===== src/design/hsl2rgb_pkg.sv =====
// hsl2rgb_pkg: shared types and constants for the hsl to rgb converter
// no dependencies; imported by the converter modules
`timescale 1ns / 1ps

package hsl2rgb_pkg;

    // cycles from an accepted start to the result strobe
    localparam int LATENCY = 5;

    // segment of the piecewise-linear hue ramp
    typedef enum logic [1:0] {
        SEG_RISE = 2'd0,
        SEG_HIGH = 2'd1,
        SEG_FALL = 2'd2,
        SEG_LOW  = 2'd3
    } t_seg;

endpackage


===== src/design/hsl2rgb_qp.sv =====
// hsl2rgb_qp: two pipeline stages forming q, p and the ramp span q - p
// depends on nothing outside this file; fed by the input stage of the top level
`timescale 1ns / 1ps

module hsl2rgb_qp #(
    parameter int FRAC_BITS = 15
) (
    input  logic                 i_clk,
    input  logic [FRAC_BITS:0]   i_sat,
    input  logic [FRAC_BITS:0]   i_light,
    output logic [FRAC_BITS:0]   o_q,
    output logic [FRAC_BITS:0]   o_p,
    output logic [FRAC_BITS:0]   o_d
);

    localparam int W  = FRAC_BITS + 1;
    localparam int MW = 2 * FRAC_BITS + 3;
    localparam logic [W-1:0] ONE  = W'(1) << FRAC_BITS;
    localparam logic [W-1:0] HALF = W'(1) << (FRAC_BITS - 1);

    logic          w_lo;
    logic [W:0]    w_mop;
    logic [MW-1:0] w_mul;
    logic [W-1:0]  n_prod;
    logic [W-1:0]  r_prod;
    logic [W-1:0]  r_l;
    logic [W-1:0]  r_s;
    logic          r_lo;

    logic [W:0]    w_qraw;
    logic [W-1:0]  w_q;
    logic [W:0]    w_2l;
    logic [W-1:0]  w_p;
    logic [W-1:0]  r_q;
    logic [W-1:0]  r_p;
    logic [W-1:0]  r_d;

    // product stage: l*(1+s) below one half, l*s otherwise
    always_comb begin
        w_lo   = (i_light < HALF);
        w_mop  = w_lo ? ((W+1)'(ONE) + (W+1)'(i_sat)) : (W+1)'(i_sat);
        w_mul  = MW'(i_light) * MW'(w_mop);
        n_prod = w_mul[FRAC_BITS + W - 1:FRAC_BITS];
    end

    always_ff @(posedge i_clk) begin
        r_prod <= n_prod;
        r_l    <= i_light;
        r_s    <= i_sat;
        r_lo   <= w_lo;
    end

    // q, p and span, each held to 0..one
    always_comb begin
        w_qraw = r_lo ? (W+1)'(r_prod) : ((W+1)'(r_l) + (W+1)'(r_s) - (W+1)'(r_prod));
        w_q    = (w_qraw > (W+1)'(ONE)) ? ONE : w_qraw[W-1:0];
        w_2l   = (W+1)'(r_l) << 1;
        if (w_2l < (W+1)'(w_q)) begin
            w_p = '0;
        end else if ((w_2l - (W+1)'(w_q)) > (W+1)'(ONE)) begin
            w_p = ONE;
        end else begin
            w_p = W'(w_2l - (W+1)'(w_q));
        end
    end

    always_ff @(posedge i_clk) begin
        r_q <= w_q;
        r_p <= w_p;
        r_d <= (w_q > w_p) ? (w_q - w_p) : '0;
    end

    assign o_q = r_q;
    assign o_p = r_p;
    assign o_d = r_d;

endmodule


===== src/design/hsl2rgb_chan.sv =====
// hsl2rgb_chan: one color channel, hue ramp segment select, scaling and clamp
// depends on hsl2rgb_pkg; takes q, p, span from hsl2rgb_qp two stages after the hue
`timescale 1ns / 1ps

module hsl2rgb_chan #(
    parameter int FRAC_BITS = 15
) (
    input  logic                   i_clk,
    input  logic [FRAC_BITS-1:0]   i_t,
    input  logic [FRAC_BITS:0]     i_q,
    input  logic [FRAC_BITS:0]     i_p,
    input  logic [FRAC_BITS:0]     i_d,
    output logic [FRAC_BITS:0]     o_val
);

    import hsl2rgb_pkg::*;

    localparam int W   = FRAC_BITS + 1;
    localparam int FW  = FRAC_BITS + 2;
    localparam int MW  = 2 * FRAC_BITS + 3;
    localparam int PW  = FRAC_BITS + 3;
    localparam int ONE_I = 1 << FRAC_BITS;
    localparam logic [W-1:0] ONE = W'(ONE_I);
    localparam logic [FRAC_BITS-1:0] SIXTH      = FRAC_BITS'((ONE_I + 3) / 6);
    localparam logic [FRAC_BITS-1:0] HALF       = FRAC_BITS'(ONE_I / 2);
    localparam logic [FRAC_BITS-1:0] TWO_THIRDS = FRAC_BITS'((2 * ONE_I + 1) / 3);

    t_seg          n_seg;
    logic [FW-1:0] n_fac;
    t_seg          r2_seg;
    logic [FW-1:0] r2_fac;
    t_seg          r3_seg;
    logic [FW-1:0] r3_fac;

    logic [MW-1:0] w_mul;
    logic [PW-1:0] r4_prod;
    logic [W-1:0]  r4_p;
    logic [W-1:0]  r4_q;
    t_seg          r4_seg;

    logic [PW:0]   w_sum;
    logic [W-1:0]  n_val;
    logic [W-1:0]  r5_val;

    // segment and slope factor from the hue position
    always_comb begin
        priority if (i_t < SIXTH) begin
            n_seg = SEG_RISE;
            n_fac = FW'((FW+1)'(i_t) * (FW+1)'(6));
        end else if (i_t < HALF) begin
            n_seg = SEG_HIGH;
            n_fac = '0;
        end else if (i_t < TWO_THIRDS) begin
            n_seg = SEG_FALL;
            n_fac = FW'((FW+1)'(TWO_THIRDS - i_t) * (FW+1)'(6));
        end else begin
            n_seg = SEG_LOW;
            n_fac = '0;
        end
    end

    // segment stage, then one delay to meet q and p
    always_ff @(posedge i_clk) begin
        r2_seg <= n_seg;
        r2_fac <= n_fac;
        r3_seg <= r2_seg;
        r3_fac <= r2_fac;
    end

    // span times slope factor
    assign w_mul = MW'(i_d) * MW'(r3_fac);

    always_ff @(posedge i_clk) begin
        r4_prod <= w_mul[FRAC_BITS + PW - 1:FRAC_BITS];
        r4_p    <= i_p;
        r4_q    <= i_q;
        r4_seg  <= r3_seg;
    end

    // pick the ramp value and hold it to 0..one
    always_comb begin
        w_sum = (PW+1)'(r4_p) + (PW+1)'(r4_prod);
        unique case (r4_seg)
            SEG_RISE, SEG_FALL: n_val = (w_sum > (PW+1)'(ONE)) ? ONE : w_sum[W-1:0];
            SEG_HIGH:           n_val = r4_q;
            SEG_LOW:            n_val = r4_p;
            default:            n_val = r4_p;
        endcase
    end

    always_ff @(posedge i_clk) begin
        r5_val <= n_val;
    end

    assign o_val = r5_val;

endmodule


===== src/design/hsl_to_rgb_converter.sv =====
// hsl_to_rgb_converter: the start transfer reaches o_valid through the stages listed below
// throughput one color per cycle; busy is always low, a start is taken every cycle
// the receiver cannot stall: each result shows for one cycle under o_valid
// stages: input clamp and hue offsets, q/p product, q/p and span, channel product, clamp
// reset (i_rst_n, synchronous, active low) clears only the valid pipeline
// depends on hsl2rgb_pkg, hsl2rgb_qp and hsl2rgb_chan
`timescale 1ns / 1ps

module hsl_to_rgb_converter #(
    parameter int FRAC_BITS = 15
) (
    input  logic                 i_clk,
    input  logic                 i_rst_n,
    input  logic                 start,
    output logic                 busy,
    input  logic [FRAC_BITS-1:0] i_hue,
    input  logic [FRAC_BITS:0]   i_saturation,
    input  logic [FRAC_BITS:0]   i_lightness,
    output logic                 o_valid,
    output logic [FRAC_BITS:0]   o_red,
    output logic [FRAC_BITS:0]   o_green,
    output logic [FRAC_BITS:0]   o_blue
);

    import hsl2rgb_pkg::*;

    localparam int W = FRAC_BITS + 1;
    localparam int ONE_I = 1 << FRAC_BITS;
    localparam logic [W-1:0] ONE = W'(ONE_I);
    localparam logic [FRAC_BITS-1:0] THIRD = FRAC_BITS'((ONE_I + 1) / 3);

    logic [LATENCY-1:0]   r_vld;
    logic [FRAC_BITS-1:0] r_th;
    logic [FRAC_BITS-1:0] r_tr;
    logic [FRAC_BITS-1:0] r_tb;
    logic [W-1:0]         r_s;
    logic [W-1:0]         r_l;
    logic [W-1:0]         w_q;
    logic [W-1:0]         w_p;
    logic [W-1:0]         w_d;

    // the pipeline never stalls
    assign busy = 1'b0;

    // valid bits travel alongside the data
    always_ff @(posedge i_clk) begin
        if (!i_rst_n) begin
            r_vld <= '0;
        end else begin
            r_vld <= {r_vld[LATENCY-2:0], start};
        end
    end

    // input stage: clamp to one, hue offsets wrap in one turn
    always_ff @(posedge i_clk) begin
        r_s  <= (i_saturation > ONE) ? ONE : i_saturation;
        r_l  <= (i_lightness > ONE) ? ONE : i_lightness;
        r_th <= i_hue;
        r_tr <= i_hue + THIRD;
        r_tb <= i_hue - THIRD;
    end

    hsl2rgb_qp #(.FRAC_BITS(FRAC_BITS)) u_qp (
        .i_clk   (i_clk),
        .i_sat   (r_s),
        .i_light (r_l),
        .o_q     (w_q),
        .o_p     (w_p),
        .o_d     (w_d)
    );

    hsl2rgb_chan #(.FRAC_BITS(FRAC_BITS)) u_red (
        .i_clk (i_clk),
        .i_t   (r_tr),
        .i_q   (w_q),
        .i_p   (w_p),
        .i_d   (w_d),
        .o_val (o_red)
    );

    hsl2rgb_chan #(.FRAC_BITS(FRAC_BITS)) u_green (
        .i_clk (i_clk),
        .i_t   (r_th),
        .i_q   (w_q),
        .i_p   (w_p),
        .i_d   (w_d),
        .o_val (o_green)
    );

    hsl2rgb_chan #(.FRAC_BITS(FRAC_BITS)) u_blue (
        .i_clk (i_clk),
        .i_t   (r_tb),
        .i_q   (w_q),
        .i_p   (w_p),
        .i_d   (w_d),
        .o_val (o_blue)
    );

    assign o_valid = r_vld[LATENCY-1];

`ifndef SYNTH
    // every start transfer comes out after the fixed latency
    a_latency: assert property (@(posedge i_clk) disable iff (!i_rst_n)
        start |-> ##5 o_valid)
        else $error("result strobe missing after start");

    // no result strobe without a matching start
    a_no_extra: assert property (@(posedge i_clk) disable iff (!i_rst_n)
        o_valid |-> $past(start, 5))
        else $error("result strobe without start");

    // zero saturation comes out gray
    a_gray: assert property (@(posedge i_clk) disable iff (!i_rst_n)
        (start && (i_saturation == '0)) |-> ##5 ((o_red == o_green) && (o_green == o_blue)))
        else $error("zero saturation not gray");

    // channels stay within 0..one
    a_range: assert property (@(posedge i_clk) disable iff (!i_rst_n)
        o_valid |-> ((o_red <= ONE) && (o_green <= ONE) && (o_blue <= ONE)))
        else $error("channel above full scale");
`endif

endmodule

===== config.mk =====
export PLATFORM = sky130hd
export DESIGN_NAME = hsl_to_rgb_converter
export DESIGN_NICKNAME = d
export VERILOG_FILES = /design/src/design/hsl2rgb_pkg.sv /design/src/design/hsl2rgb_qp.sv /design/src/design/hsl2rgb_chan.sv /design/src/design/hsl_to_rgb_converter.sv
export SDC_FILE = /design/constraint.sdc
export NUM_CORES = 2
export LEC_CHECK = 0
export ABC_AREA = 1
export CORE_UTILIZATION = 24
export CTS_BUF_LIST = sky130_fd_sc_hd__clkbuf_4 sky130_fd_sc_hd__clkbuf_8
export CTS_CLUSTER_SIZE = 10
export DETAILED_ROUTE_END_ITERATION = 8
export DONT_BUFFER_PORTS = 1
export SLEW_MARGIN = 20
export SYNTH_ARGS = -nofsm -noshare
export SYNTH_HDL_FRONTEND = slang
export SYNTH_SLANG_ARGS = --single-unit

===== constraint.sdc =====
create_clock -name i_clk -period 7.5 [get_ports i_clk]
set_clock_uncertainty 0.05 [all_clocks]
set_input_delay 0.375 -clock i_clk [delete_from_list [all_inputs] [get_ports i_clk]]
set_output_delay 0.375 -clock i_clk [all_outputs]
set_load 0.1 [all_outputs]

### Yosys cells after proc, flatten, opt, wreduce, memory -nomap -nowiden

Cells that the tools add are included.

* reductions and logical operators: 9
* equal/unequal tests: 9
* muxes and demuxes: 26
* multipliers: 10
* magnitude comparators: 19
* add/subtract/negate cells: 13

Operators by type and width (number)
* 17-bit two-way mux: 11
* 16-bit case mux with 3 select lines: 3
* 16-bit by 17-bit multiplier with 33-bit output: 3
* 16-bit two-way mux: 6
* 15-bit < comparator, second input constant: 6
* 16-bit by 18-bit adder with 19-bit output: 3
* 19-bit by 16-bit > comparator with 1-bit output, second input constant: 3
* 18-bit by 2-bit multiplier with 16-bit output, second input constant: 3
* 15-bit by 2-bit multiplier with 16-bit output, second input constant: 3
* 15-bit by 15-bit subtractor with 16-bit output, first input constant: 3
* 15-bit by 13-bit < comparator with 1-bit output, second input constant: 3
* 17-bit by 16-bit > comparator with 1-bit output, second input constant: 2
* 17-bit by 16-bit subtractor with 17-bit output: 2
* 16-bit > comparator, second input constant: 2
* 16-bit by 17-bit multiplier with 31-bit output: 1
* 16-bit by 16-bit adder with 17-bit output: 1
* 16-bit by 16-bit adder with 17-bit output, first input constant: 1
* 17-bit by 16-bit < comparator with 1-bit output: 1
* 16-bit > comparator: 1
* 16-bit by 15-bit < comparator with 1-bit output, second input constant: 1
* 16-bit subtractor: 1
* 15-bit by 14-bit adder with 15-bit output, second input constant: 1
* 15-bit by 14-bit subtractor with 15-bit output, second input constant: 1
* 2-bit equality test, second input constant: 6
* 4 further kinds: 18

* bits in registers: 433
* output and inout bits: 50
* logic and storage cells: 128
* input bits: 50

### Logic depth before layout (Yosys ltp)

* word-level depth: 10
* mapped depth: 55
* depth with buffers taken out: 54

### Hierarchy

Synthesis repeated with hierarchy kept, for this count alone.

* cells, all modules: 8370
* area total of the unflattened synthesis: 61539.0 µm²

By module, submodules not included
* hsl2rgb_chan at u_green: times used 1, sequential area each 2082.0 µm², area an instance 14725.4 µm², cells each 2033
* hsl2rgb_chan at u_blue: times used 1, sequential area each 2082.0 µm², area an instance 14715.4 µm², cells each 2033
* hsl2rgb_chan at u_red: times used 1, sequential area each 2082.0 µm², area an instance 14672.8 µm², cells each 2005
* hsl2rgb_qp: times used 1, sequential area each 1941.9 µm², area an instance 14411.3 µm², cells each 1909
* hsl_to_rgb_converter: times used 1, sequential area each 1621.6 µm², area an instance 3014.1 µm², cells each 390

### Worst setup path before layout

Ideal clock, no wire load.

* kind: reg2reg
* start point: register u_qp.r_l[0]
* end point: register u_qp.r_d[12], in the netlist u_qp.o_d[12]
* data required time: 7318 ps
* library setup time: 132 ps
* buffers on the path: 2
* path slack: 203 ps
* clock period less this slack: 7297 ps
* cell stages (with the launch flop): 51
* arrival time: 7114 ps
* cell sequence: dfxtp_1 inv_1 ha_1 inv_1 ha_1 inv_1 fa_1 inv_1 nand2_1 nand2_1 nand3_1 nand2_1 nand2_2 nand2_2 a21oi_2 nand2_1 nand3_2 nand3_2 [15 not listed] inv_1 clkbuf_1 nand3_1 ha_1 inv_1 nor2_1 o21ai_0 nand2_1 a31oi_1 o21a_1 inv_1 a221oi_1 inv_1 a21oi_1 o21ai_0 o41ai_1 clkbuf_1 a21oi_1

* cells in the longest elaborated chain, start to end: 10
* elaborated cells on any way between the ends: 12
* those cells by class: 4 x add/sub; 4 x order compare; 4 x mux

RTL lines
* start: declaration: RTL line hsl2rgb_qp.sv:26 `logic [W-1:0] r_l;`
* start signal: assignment: RTL line hsl2rgb_qp.sv:48 `r_l <= i_light;`
* 16-bit by 16-bit adder with 17-bit output (*): RTL line hsl2rgb_qp.sv:55 `w_qraw = r_lo ? (W+1)'(r_prod) : ((W+1)'(r_l) + (W+1)'(r_s) - (W+1)'(r_prod));`
* 17-bit by 16-bit subtractor with 17-bit output (*): RTL line hsl2rgb_qp.sv:55
* 17-bit two-way mux (*): RTL line hsl2rgb_qp.sv:55
* 17-bit by 16-bit > comparator with 1-bit output: RTL line hsl2rgb_qp.sv:56 `w_q = (w_qraw > (W+1)'(ONE)) ? ONE : w_qraw[W-1:0];`
* 16-bit two-way mux (*): RTL line hsl2rgb_qp.sv:56
* named net u_qp.w_q[15]: RTL line hsl2rgb_qp.sv:31 `logic [W-1:0] w_q;`
* 17-bit by 16-bit subtractor with 17-bit output: RTL line hsl2rgb_qp.sv:60 `end else if ((w_2l - (W+1)'(w_q)) > (W+1)'(ONE)) begin`
* 17-bit by 16-bit > comparator with 1-bit output: RTL line hsl2rgb_qp.sv:60
* 16-bit two-way mux: RTL line hsl2rgb_qp.sv:60
* 16-bit two-way mux: RTL line hsl2rgb_qp.sv:58 `if (w_2l < (W+1)'(w_q)) begin`
* 16-bit subtractor / 16-bit > comparator (equally long branches): RTL line hsl2rgb_qp.sv:70 `r_d <= (w_q > w_p) ? (w_q - w_p) : '0;`
* end signal: assignment: RTL line hsl2rgb_qp.sv:70
* end: declaration: RTL line hsl2rgb_qp.sv:36 `logic [W-1:0] r_d;`

The timed path passes the listed nets; every way through them passes the cells marked *.
A chain may end at the register's enable or synchronous reset.

### Final worst setup path

* start point: register u_qp.r_l[9]
* end point: register u_qp.r_d[14], in the netlist u_qp.o_d[14]

* cells in the longest elaborated chain, start to end: 10
* elaborated cells on any way between the ends: 12
* those cells by class: 4 x add/sub; 4 x order compare; 4 x mux

RTL lines
* 16-bit by 16-bit adder with 17-bit output (*): RTL line hsl2rgb_qp.sv:55
* 17-bit by 16-bit subtractor with 17-bit output (*): RTL line hsl2rgb_qp.sv:55
* 17-bit two-way mux (*): RTL line hsl2rgb_qp.sv:55
* 17-bit by 16-bit > comparator with 1-bit output (*): RTL line hsl2rgb_qp.sv:56
* 16-bit two-way mux (*): RTL line hsl2rgb_qp.sv:56
* named net u_qp.w_q[8]: RTL line hsl2rgb_qp.sv:31
* 17-bit by 16-bit subtractor with 17-bit output: RTL line hsl2rgb_qp.sv:60
* 17-bit by 16-bit > comparator with 1-bit output: RTL line hsl2rgb_qp.sv:60
* 16-bit two-way mux: RTL line hsl2rgb_qp.sv:60
* 16-bit two-way mux (*): RTL line hsl2rgb_qp.sv:58
* named net u_qp.w_p[0]: RTL line hsl2rgb_qp.sv:33 `logic [W-1:0] w_p;`
* 16-bit subtractor / 16-bit > comparator (equally long branches): RTL line hsl2rgb_qp.sv:70

Marked as above.

==> results.py <==
metrics = {
    "outcome": {
        "status": "finished clean",
    },
    "route": {
        "drcViolationCount": 0,
        "vias_per_cell": 4.24,
        "num_vias": 42900,
        "ant_nets": 0,
        "drt_iter0_drc": 2395,
        "drt_pass1_iterations": 6,
        "drt_wl_total_um": 150000,
        "wl_per_cell_um": 14.8,
    },
    "logic_synthesis": {
        "synthArstFlopShare_pct": 0,
        "synth_nets": 8535,
        "synthFlopType": "dfxtp_1",
        "synth_area_leaders": "fa_1, dfxtp_1, ha_1",
        "seq_area_frac_synth_pct": 15.4,
        "synth_enable_flop_cells": 0,
        "yosysWarnings": 0,
        "syn_avg_cell_area_um2": 7.86,
        "yosys.area.top_type": "fa_1",
        "ys_types": 62,
        "ys_seq_elements": 426,
        "synth_cells": 7041,
        "synth_top_area_share_pct": 29.3,
        "synth.cell_area_um2": 55300,
    },
    "global_route": {
        "antenna_found_initial": 19,
        "track_usage_pct": 13.2,
        "grt_pass1_vias": 44200,
        "grt_remaining_overflow": 0,
        "grt_pass1_wl_um": 241000,
        "grt_max_degree": 42,
    },
    "critical_path": {
        "startpoint_type": "flop",
        "crit_fanout": 8,
        "critPathArrivalTime_ps": 7540,
        "max_stage_delay_ps": 500,
        "critPathLaunch": "u_qp.r_l[9]$_DFF_P_",
        "cpMostUsedCell": "nand2_1",
        "cp-end-kind": "flop",
        "slowest_stage": "fa_1",
        "required_ps": 8100,
        "worstSetupPathType": "reg -> reg",
        "rr_startpoint": "u_qp.r_l[9]$_DFF_P_",
    },
    "placed_design": {
        "place_ws_ps": 19.9,
        "dp_hpwl_um": 123000,
        "portBuffers": 0,
        "place.gp.congestion": 0.859,
        "place_area_um2": 59300,
    },
    "timing": {
        "rsz0062_at_grt": "true",
        "fmax_ghz": 0.144,
        "min_period_ps": 6950,
        "setup_ws_ps": 555,
        "tightest_slew_ps": 1160,
        "hold_viol": 0,
        "slew_violations": 0,
        "hold_ws_ps": 137,
        "setup_viol": 0,
        "max-slew-margin-rel_pct": 22.3,
        "finalCritPeriodShare_pct": 92.6,
    },
    "die": {
        "initial_utilization_pct": 24.2,
        "chipWidth_um": 482,
        "io_pins": 100,
        "core_um2": 228000,
        "die_y_um": 482,
        "core.rowCount": 175,
        "dieArea_um2": 233000,
    },
    "final_layout": {
        "fin_area_um2": 61800,
        "fin_util_pct": 27.1,
        "drive_gt1_share_pct": 5.90,
        "nets": 8560,
        "area_delta_synth_final_pct": 11.7,
    },
    "pwr": {
        "total_power_mw": 24.7,
        "p_per_area_nw_per_um2": 399,
        "ir_drop_uv": 298,
        "static-leakage-power_nw": 32.6,
    },
    "cts": {
        "cts_tree": "built",
        "cts_root_buf": "clkbuf_8",
        "htreeDepth": 3,
        "clk_pin_slew_ps": 60,
        "cts_inserted_buffers": 74,
        "clk_latency_ps": 780,
        "clock_sinks": 426,
        "clock_path_buffers": 3,
    },
    "min_path": {
        "hold_path_class": "in -> reg",
        "hp-start": "i_saturation[15]",
    },
    "job": {
        "drv_cap": 0,
    },
}
[repair_timing]
action                                  CTS  global route
hold endpoints to repair                 81             0
buffers inserted                          0             5
cloned                                    0             1
pin swaps                                 0            18
gates resized for setup                   1            63
endpoints found under the setup margin    8            16
hold buffers                             55             0
[worst max-delay path, delay by kind of cell (launching register included)]
kind	cells	cell delay (ps)
AND/OR/NAND/NOR	20	1830
XOR/XNOR	1	170
AO/OA/AOI/OAI	13	1960
adder cells (fa/ha/maj)	5	1590
buffers and inverters	9	790
flip-flops	1	410
[cells in the final DEF, fill, tap and decap left out, types with 8 or more instances in the layout]
cell type	instances
a211oi_1	10
a21o_1	9
a21oi_1	298
a21oi_2	8
a31oi_1	11
buf_4	150
clkbuf_4	14
clkbuf_8	84
clkinv_2	11
dfxtp_1	405
dfxtp_2	21
dlygate4sd3_1	55
fa_1	806
ha_1	626
inv_1	1826
nand2_1	1581
nand2_2	16
nand3_1	114
nand3_2	9
nand3b_1	18
nand4_1	35
nor2_1	259
nor2_2	9
nor2_4	9
nor3_1	27
nor4_1	15
o211ai_1	11
o21ai_0	157
o21ai_1	8
o21bai_1	37
o221ai_1	8
o22ai_1	79
o31ai_1	14
or2_2	16
xnor2_1	66
xor2_1	170
[worst paths after layout]
path	slack, ps	endpoint	depth (start not counted)
max	550	u_qp.o_d[14]$_SDFF_PP0_	48
min	140	r_s[15]$_SDFF_PN1_	1
max reg2reg	550	u_qp.o_d[14]$_SDFF_PP0_	48
min reg2reg	270	u_green.r3_fac[7]$_DFF_P_	0
[synth_stat cells (4+ instances only)]
cell and count:
nand3b_1 18, nand3_1 115, nor3b_1 4, nand4_1 35, nor4_1 15, clkinv_1 4, o21ai_1 5, a31oi_1 12
a21boi_1 4, o32ai_1 4, o21a_1 7, xor2_1 172, o211ai_1 11, dfxtp_1 426, ha_1 635, a21boi_0 5
buf_2 5, inv_1 1831, o21bai_1 37, o22ai_1 79, a211oi_1 10, a21oi_1 303, nand2_2 10, clkbuf_1 238
nor2_1 263, nor3_1 28, a21o_1 9, a221oi_1 7, xnor2_1 67, o31ai_1 14, nor2_2 7, nand2_4 7
o21ai_0 165, fa_1 809, buf_1 17, or2_2 16, o221ai_1 8, nand3_2 8, nand2_1 1587, nor2_4 7
[routing by layer]
metal / routed length [µm] / vias to the layer above / part of all wire, % / global-route usage, %
li1: - / 21000 / - / -
met3: 8230 / 187 / 5.5 / 1.80
met2: 71500 / 1023 / 48 / 22.8
met1: 66600 / 20800 / 44 / 17.1
met5: 0 / - / 0 / 0
met4: 3620 / 0 / 2.4 / 3.44
[area by class of cell]
type                            instances  area [µm²]
Timing Repair Buffer                  211        1790
Sequential cell                       426        8550
Fill cell                           24700      167000
Tap cell                             3009        3760
Multi-Input combinational cell       4515       39100
Antenna cell                            4        10.0
Inverter                             1838        6900
Clock inverter                         31         377
Clock buffer                           98        1260
[stage by stage]
stage               setup TNS [ps]  instances
CTS                              0      10100
finish                           0      10100
global route                  -360      10100
floorplan                        0       7041
global placement                 0       9938
detailed placement               0       9938
[registers in the layout, summed over array words and instances, names as in the netlist, 15 cells and up]
signal,cells
u_green.o_val,16
u_qp.o_p,16
u_qp.r_l,16
u_green.r4_prod,18
u_blue.r4_prod,18
r_th,15
u_blue.r2_fac,16
r_tb,15
u_qp.r_prod,16
r_s,16
u_blue.r3_fac,16
u_blue.r4_p,16
u_red.r2_fac,16
u_red.o_val,16
u_qp.o_q,16
r_l,16
u_red.r3_fac,16
u_green.r2_fac,16
u_red.r4_prod,18
u_qp.o_d,16
u_blue.o_val,16
u_qp.r_s,16
u_blue.r4_q,16
u_green.r3_fac,16
[where the power goes]
part | total [mW] | internal (mW) | switching, mW
registers | 4.52 | 3.04 | 1.48
logic | 17.8 | 6.75 | 11.0
clock network | 2.41 | 1.32 | 1.09
[kinds of logic after synthesis]
family	synth area share, %
other cells	0.00678
simple gates	15.7
buf+inv	14.3
flops	15.4
fa+ha+maj	43.6
compound gates	7.22
xor+xnor	3.78
(Power assumes the default switching activity.)
